File: src/design/rrbc_pkg.sv
// Shared types and constants for the random-replacement byte cache.
// The controller, the datapath and the top level all import this package.
package rrbc_pkg;

  localparam int CFG_INDEX_W = 2;
  localparam int CFG_DATA_W  = 40;
  localparam int CAP_W       = 40;
  localparam int USED_W      = 41;
  localparam int SIZE_W      = 32;
  localparam int IN_KEY_W    = 32;
  localparam int CNT_OUT_W   = 48;
  localparam int EVICT_OUT_W = 7;
  localparam int LFSR_W      = 16;
  localparam int DIV_STEP_W  = 4;
  localparam int IN_DATA_W   = 64;
  localparam int OUT_DATA_W  = 104;
  localparam int OUT_USER_W  = 3;

  localparam logic [CFG_INDEX_W-1:0] REG_BYTE_CAPACITY = 2'd0;
  localparam logic [CFG_INDEX_W-1:0] REG_RANDOM_SEED   = 2'd1;

  localparam logic [LFSR_W-1:0]    LFSR_TAPS = 16'hB400;
  localparam logic [CNT_OUT_W-1:0] CNT_MAX   = {CNT_OUT_W{1'b1}};

  // Commands from the controller to the datapath.
  typedef struct packed {
    logic accept;
    logic srch_rd;
    logic srch_cmp;
    logic do_hit;
    logic do_reject;
    logic evict_start;
    logic div_step;
    logic rd_victim;
    logic rd_last;
    logic move;
    logic insert;
    logic load_out;
  } rrbc_cmd_t;

  // Status from the datapath to the controller.
  typedef struct packed {
    logic count_zero;
    logic match;
    logic idx_last;
    logic hit;
    logic over_cap;
    logic need_evict;
    logic div_last;
    logic out_free;
  } rrbc_stat_t;

endpackage

File: src/design/rrbc_ctrl.sv
// Controller state machine of the byte cache: search, decide, evict, insert, report.
// Depends on rrbc_pkg for the command and status structs.
module rrbc_ctrl
  import rrbc_pkg::*;
(
  input  logic       clk,
  input  logic       rst,
  input  logic       s_tvalid,
  output logic       s_tready,
  input  rrbc_stat_t stat,
  output rrbc_cmd_t  cmd
);

  typedef enum logic [9:0] {
    S_IDLE   = 10'b0000000001,
    S_SRD    = 10'b0000000010,
    S_SCMP   = 10'b0000000100,
    S_DECIDE = 10'b0000001000,
    S_DIV    = 10'b0000010000,
    S_VRD    = 10'b0000100000,
    S_LRD    = 10'b0001000000,
    S_MOVE   = 10'b0010000000,
    S_INS    = 10'b0100000000,
    S_DONE   = 10'b1000000000
  } state_t;

  state_t state, state_next;

  always_ff @(posedge clk) begin
    if (rst) begin
      state <= S_IDLE;
    end else begin
      state <= state_next;
    end
  end

  always_comb begin
    state_next = state;
    cmd        = '0;
    s_tready   = 1'b0;
    case (state)
      S_IDLE: begin
        s_tready = 1'b1;
        if (s_tvalid) begin
          cmd.accept = 1'b1;
          state_next = stat.count_zero ? S_DECIDE : S_SRD;
        end
      end
      S_SRD: begin
        cmd.srch_rd = 1'b1;
        state_next  = S_SCMP;
      end
      S_SCMP: begin
        cmd.srch_cmp = 1'b1;
        if (stat.match || stat.idx_last) begin
          state_next = S_DECIDE;
        end else begin
          state_next = S_SRD;
        end
      end
      S_DECIDE: begin
        if (stat.hit) begin
          cmd.do_hit = 1'b1;
          state_next = S_DONE;
        end else if (stat.over_cap) begin
          cmd.do_reject = 1'b1;
          state_next    = S_DONE;
        end else if (stat.need_evict) begin
          cmd.evict_start = 1'b1;
          state_next      = S_DIV;
        end else begin
          state_next = S_INS;
        end
      end
      S_DIV: begin
        cmd.div_step = 1'b1;
        if (stat.div_last) begin
          state_next = S_VRD;
        end
      end
      S_VRD: begin
        cmd.rd_victim = 1'b1;
        state_next    = S_LRD;
      end
      S_LRD: begin
        cmd.rd_last = 1'b1;
        state_next  = S_MOVE;
      end
      S_MOVE: begin
        cmd.move   = 1'b1;
        state_next = S_DECIDE;
      end
      S_INS: begin
        cmd.insert = 1'b1;
        state_next = S_DONE;
      end
      S_DONE: begin
        if (stat.out_free) begin
          cmd.load_out = 1'b1;
          state_next   = S_IDLE;
        end
      end
      default: begin
        state_next = S_IDLE;
      end
    endcase
  end

endmodule

File: config.mk
export PLATFORM = sky130hd
export DESIGN_NAME = rrbc_ctrl
export DESIGN_NICKNAME = d
export VERILOG_FILES = /design/src/design/rrbc_pkg.sv /design/src/design/rrbc_ctrl.sv
export SDC_FILE = /design/constraint.sdc
export NUM_CORES = 1
export LEC_CHECK = 0
export BUFFER_PORTS_ARGS = -buffer_cell sky130_fd_sc_hd__buf_2
export CAP_MARGIN = 5
export CORE_AREA = 2 2 42 44
export CTS_CLUSTER_DIAMETER = 40
export DETAILED_ROUTE_END_ITERATION = 16
export DIE_AREA = 0 0 44 46
export GPL_ROUTABILITY_DRIVEN = 0
export GPL_TIMING_DRIVEN = 0
export PLACE_DENSITY = 0.76
export SETUP_SLACK_MARGIN = 0.3
export SLEW_MARGIN = 30
export SYNTH_ARGS = -nofsm -noshare
export SYNTH_HDL_FRONTEND = slang
export SYNTH_SLANG_ARGS = --single-unit
File: constraint.sdc
create_clock -name clk -period 2.2 [get_ports clk]
set_clock_uncertainty 0.1 [all_clocks]
set_input_delay 0.11 -clock clk [delete_from_list [all_inputs] [get_ports clk]]
set_output_delay 0.11 -clock clk [all_outputs]
set_load 0.02 [all_outputs]
* Yosys cells after proc, flatten, opt, wreduce, memory -nomap -nowiden
Index checks and enable logic that the tools add are counted.
Storage, ports and cells: register bits after elaboration 10, bits of input ports 11, output and inout bits 13
Cells by class: equality and inequality tests 13, mux-type cells 27, reductions and logical operators 2
Operators by type and width (count):
- one-hot mux 10 bit (10 select lines) | 1
- 2-to-1 mux 10 bit | 5
- 2-to-1 mux 1 bit | 16
- == test 10 x 1 -> 1 bit, second input constant | 1
- == test 10 bit, second input constant | 1
- == test 10 x 2 -> 1 bit, second input constant | 1
- == test 10 x 3 -> 1 bit, second input constant | 1
- == test 10 x 4 -> 1 bit, second input constant | 1
- == test 10 x 5 -> 1 bit, second input constant | 1
- == test 10 x 6 -> 1 bit, second input constant | 1
- == test 10 x 7 -> 1 bit, second input constant | 1
- == test 10 x 8 -> 1 bit, second input constant | 1
- == test 10 x 9 -> 1 bit, second input constant | 1
- 2-to-1 mux 9 bit | 1
- 2-to-1 mux 4 bit | 2
- inequality test 2 bit, second input constant | 3
- 2-to-1 mux 3 bit | 1
- AND reduction 3 bit | 1
- 2-to-1 mux 2 bit | 1
- logical OR 1 bit | 1

* Depth between registers and ports, before layout
depth after elaboration 4, mapped depth 5

* Worst setup path before layout
Ideal clock, no wire load.
kind flip-flop to output port, start point reg state[0], end point out cmd[4] (netlist bit), arrival time 1.431 ns, data required time 1.990 ns, slack 0.559 ns, cell stages (with the launch flop) 5, path buffers 1, path through dfxtp_1 buf_6 nor4_4 nand3_2 nor3b_1
RTL lines:
- from (decl) | RTL line rrbc_ctrl.sv:27 | state_t state, state_next;
- from (signal assigned) | RTL line rrbc_ctrl.sv:33 | state <= state_next;
- to (decl) | RTL line rrbc_ctrl.sv:11 | output rrbc_cmd_t cmd

==> reports/metrics.cfg <==
[sta]
period_share = 0.875
max_freq_mhz = 519
rsz0062_at_grt = true
fin_setup_tns_ns = 0
worst_pin_slew_ns = 0.395
period_minus_slack_ns = 1.93
finalHoldViolCount = 0
slew_viol_final = 0
relSlewSlack = 0.734
finalSetupViolations = 0

[route]
met3WireLength_um = 85
drc_errors = 0
wl_met2_um = 996
top_layer = met4
wl_met1_um = 884
dr.pass1.iters = 4
wl_per_cell_um = 14.4
vias = 830
ant_nets = 0
viasPerCell = 5.89
first_iter_violations = 20
routed_wirelength_mm = 2.03

[power_and_ir_drop]
cellLeakagePower_nw = 0.475
p_int_uw = 388
p_seq_frac = 0.346
p_per_area_nw_per_um2 = 578
p_sw_frac = 0.341
power_frac_comb = 0.352
ir_drop_mv = 0.414
power.switching_uw = 201
power.share.clock = 0.302

[logic_synthesis]
ys_types = 38
syn_avg_cell_area_um2 = 8.39
syn_nets = 97
synth-seq-area-share = 0.277
synth_warnings = 0
synth_area_um2 = 722
syn_inst = 86
ys_seq_elements = 10

[global_routing]
track_usage = 0.198
grt_pass1_vias = 644
grt_max_degree = 10
grt_overflow = 0
antenna_found_initial = 0
grt_pass1_wl_mm = 2.84

[clock_tree]
cts_tree = yes
cts_made_buffers = 3
htreeDepth = 1
insertion_delay_ns = 0.28
cts.sinks = 10
clk_pin_slew_ns = 0.08
cts_root_buf = clkbuf_4
cts_buffer_depth = 2

[cells_and_area]
fin_nets = 136
largest_reg_flops = 10
drive_gt1_frac = 0.435
fillCellCount = 135
n_antenna_cell = 0
stdcell_count = 141
area_delta_synth_final_pct = 41.1
reg_top3 = state: 10 flops
largest_register = state

[job]
drv_cap = 0

[die]
die_w_um = 44
die_h_um = 46
rows = 15
dieArea_um2 = 2020
io_pins = 24
start_util = 0.447
core_um2 = 1610

[outcome]
status = completed

[place]
dp_hpwl_mm = 1.31
dp.cells = 126
portBuffers = 23

[worst_setup_path]
cp_data_required_time_ns = 1.99
cp-start-kind = register
cp_max_fo = 8
cp-end-kind = output port
setup.worst_path.class = reg2out
cp.arrival_ns = 1.72

[min_path]
hold_class = in2reg

-- Yosys cell counts, drive strengths merged --
cell type | instances | share of area
and4b | 1 | 0.016
a21oi | 3 | 0.021
nor2b | 1 | 0.0087
nand3 | 5 | 0.042
and4 | 1 | 0.012
o211ai | 3 | 0.031
and3b | 1 | 0.012
and3 | 2 | 0.019
inv | 6 | 0.031
nand3b | 1 | 0.010
nor4b | 2 | 0.024
buf | 4 | 0.049
o21a | 1 | 0.010
o21bai | 1 | 0.010
o32a | 1 | 0.014
a41o | 1 | 0.014
mux2i | 1 | 0.014
nor3b | 2 | 0.021
nand4b | 1 | 0.012
o21ai | 4 | 0.028
nor2 | 10 | 0.052
o2111ai | 2 | 0.033
nand4 | 2 | 0.026
nor4 | 5 | 0.094
xor2 | 2 | 0.024
xnor2 | 1 | 0.012
and2 | 4 | 0.035
nand2 | 4 | 0.021
nor3 | 4 | 0.028
dfxtp | 10 | 0.28
-- final timing paths --
path	from	endpoint	slack [ns]	depth (start not counted)
min reg2reg	state[6]$_SDFFE_PP0P_	state[6]$_SDFFE_PP0P_	0.46	2
max	state[5]$_SDFFE_PP0P_	cmd[6]	0.27	6
max reg2reg	state[5]$_SDFFE_PP0P_	state[0]$_SDFFE_PP1P_	0.44	7
min	stat[7]	state[1]$_SDFFE_PP0P_	0.01	3
-- power groups by stage --
stage / logic, mW / registers (mW) / clock network [mW]
after floorplan: 0.128 / 0.205 / 0
after global placement: 0.168 / 0.207 / 0
after detailed placement: 0.172 / 0.207 / 0
after CTS: 0.187 / 0.203 / 0.174
after global routing: 0.222 / 0.206 / 0.190
final: 0.207 / 0.204 / 0.178
-- through the flow --
| step | instance area (µm²) | util | setup slack (ns) | hold WS, ns | total power, mW |
|---|---|---|---|---|---|
| floorplan | 722 | - | 0.559 | 0.0791 | 0.333 |
| global placement | 858 | 0.532 | 0.476 | 0.190 | 0.375 |
| detailed placement | 858 | 0.532 | 0.463 | 0.198 | 0.379 |
| CTS | 955 | 0.591 | 0.303 | 0.0140 | 0.563 |
| global route | 1020 | 0.631 | 0.209 | 0.0171 | 0.619 |
| finish | 1020 | 0.631 | 0.274 | 0.0108 | 0.589 |
-- cell families after synthesis --
kind of cell	count (synthesis)	synth area share
and+or+nand+nor	46	0.432
AOI/OAI and AO/OA	16	0.161
DFF	10	0.277
buffers and inverters	10	0.0797
xor gates and xnor gates	3	0.0364
muxes	1	0.0139
-- layer usage --
metal / vias up / global-route usage
li1: 396 / -
met1: 396 / 0.251
met2: 32 / 0.326
met3: 6 / 0.0238
met4: 0 / 0.109
met5: - / 0
-- layout by cell type (no fill, tap or decap), drive strengths merged, types with 2 or more instances in the layout --
cell type    Yosys  layout
a21oi            3       3
and2             4       4
and3             2       2
buf              4      35
clkbuf           0       4
dfxtp           10      10
dlygate4sd3      0       3
inv              6       6
nand2            4       4
nand3            5       5
nand4            2       2
nor2            10      10
nor3             4       4
nor3b            2       2
nor4             5       5
nor4b            2       2
o2111ai          2       2
o211ai           3       3
o21ai            4       4
xor2             2       2
-- final cells by class --
type	instances	area, µm²	area share
Sequential cell	10	205	0.201
Clock buffer	4	36.3	0.0356
Tap cell	17	21.3	0.0209
Multi-Input combinational cell	66	480	0.472
Inverter	6	22.5	0.0221
Buffer	4	38.8	0.0381
Timing Repair Buffer	34	214	0.210
-- worst max-delay path, cell delays in order (launching register included) --
cell and delay (ns):
dfxtp_2 0.32, buf_6 0.13, nor4_4 0.33, and4b_2 0.31, nand3_1 0.13, inv_1 0.09
buf_4 0.13
-- repair_timing --
item                                    4_1_cts  5_1_grt
pin swaps                                     3        4
gates resized for setup                       0       11
gates cloned                                  0        0
hold buffers                                  3        0
setup buffers                                 4        4
hold endpoints to repair                      3        0
endpoints found under the setup margin        4        8
No activity file was read; power rests on OpenSTA's default activity.
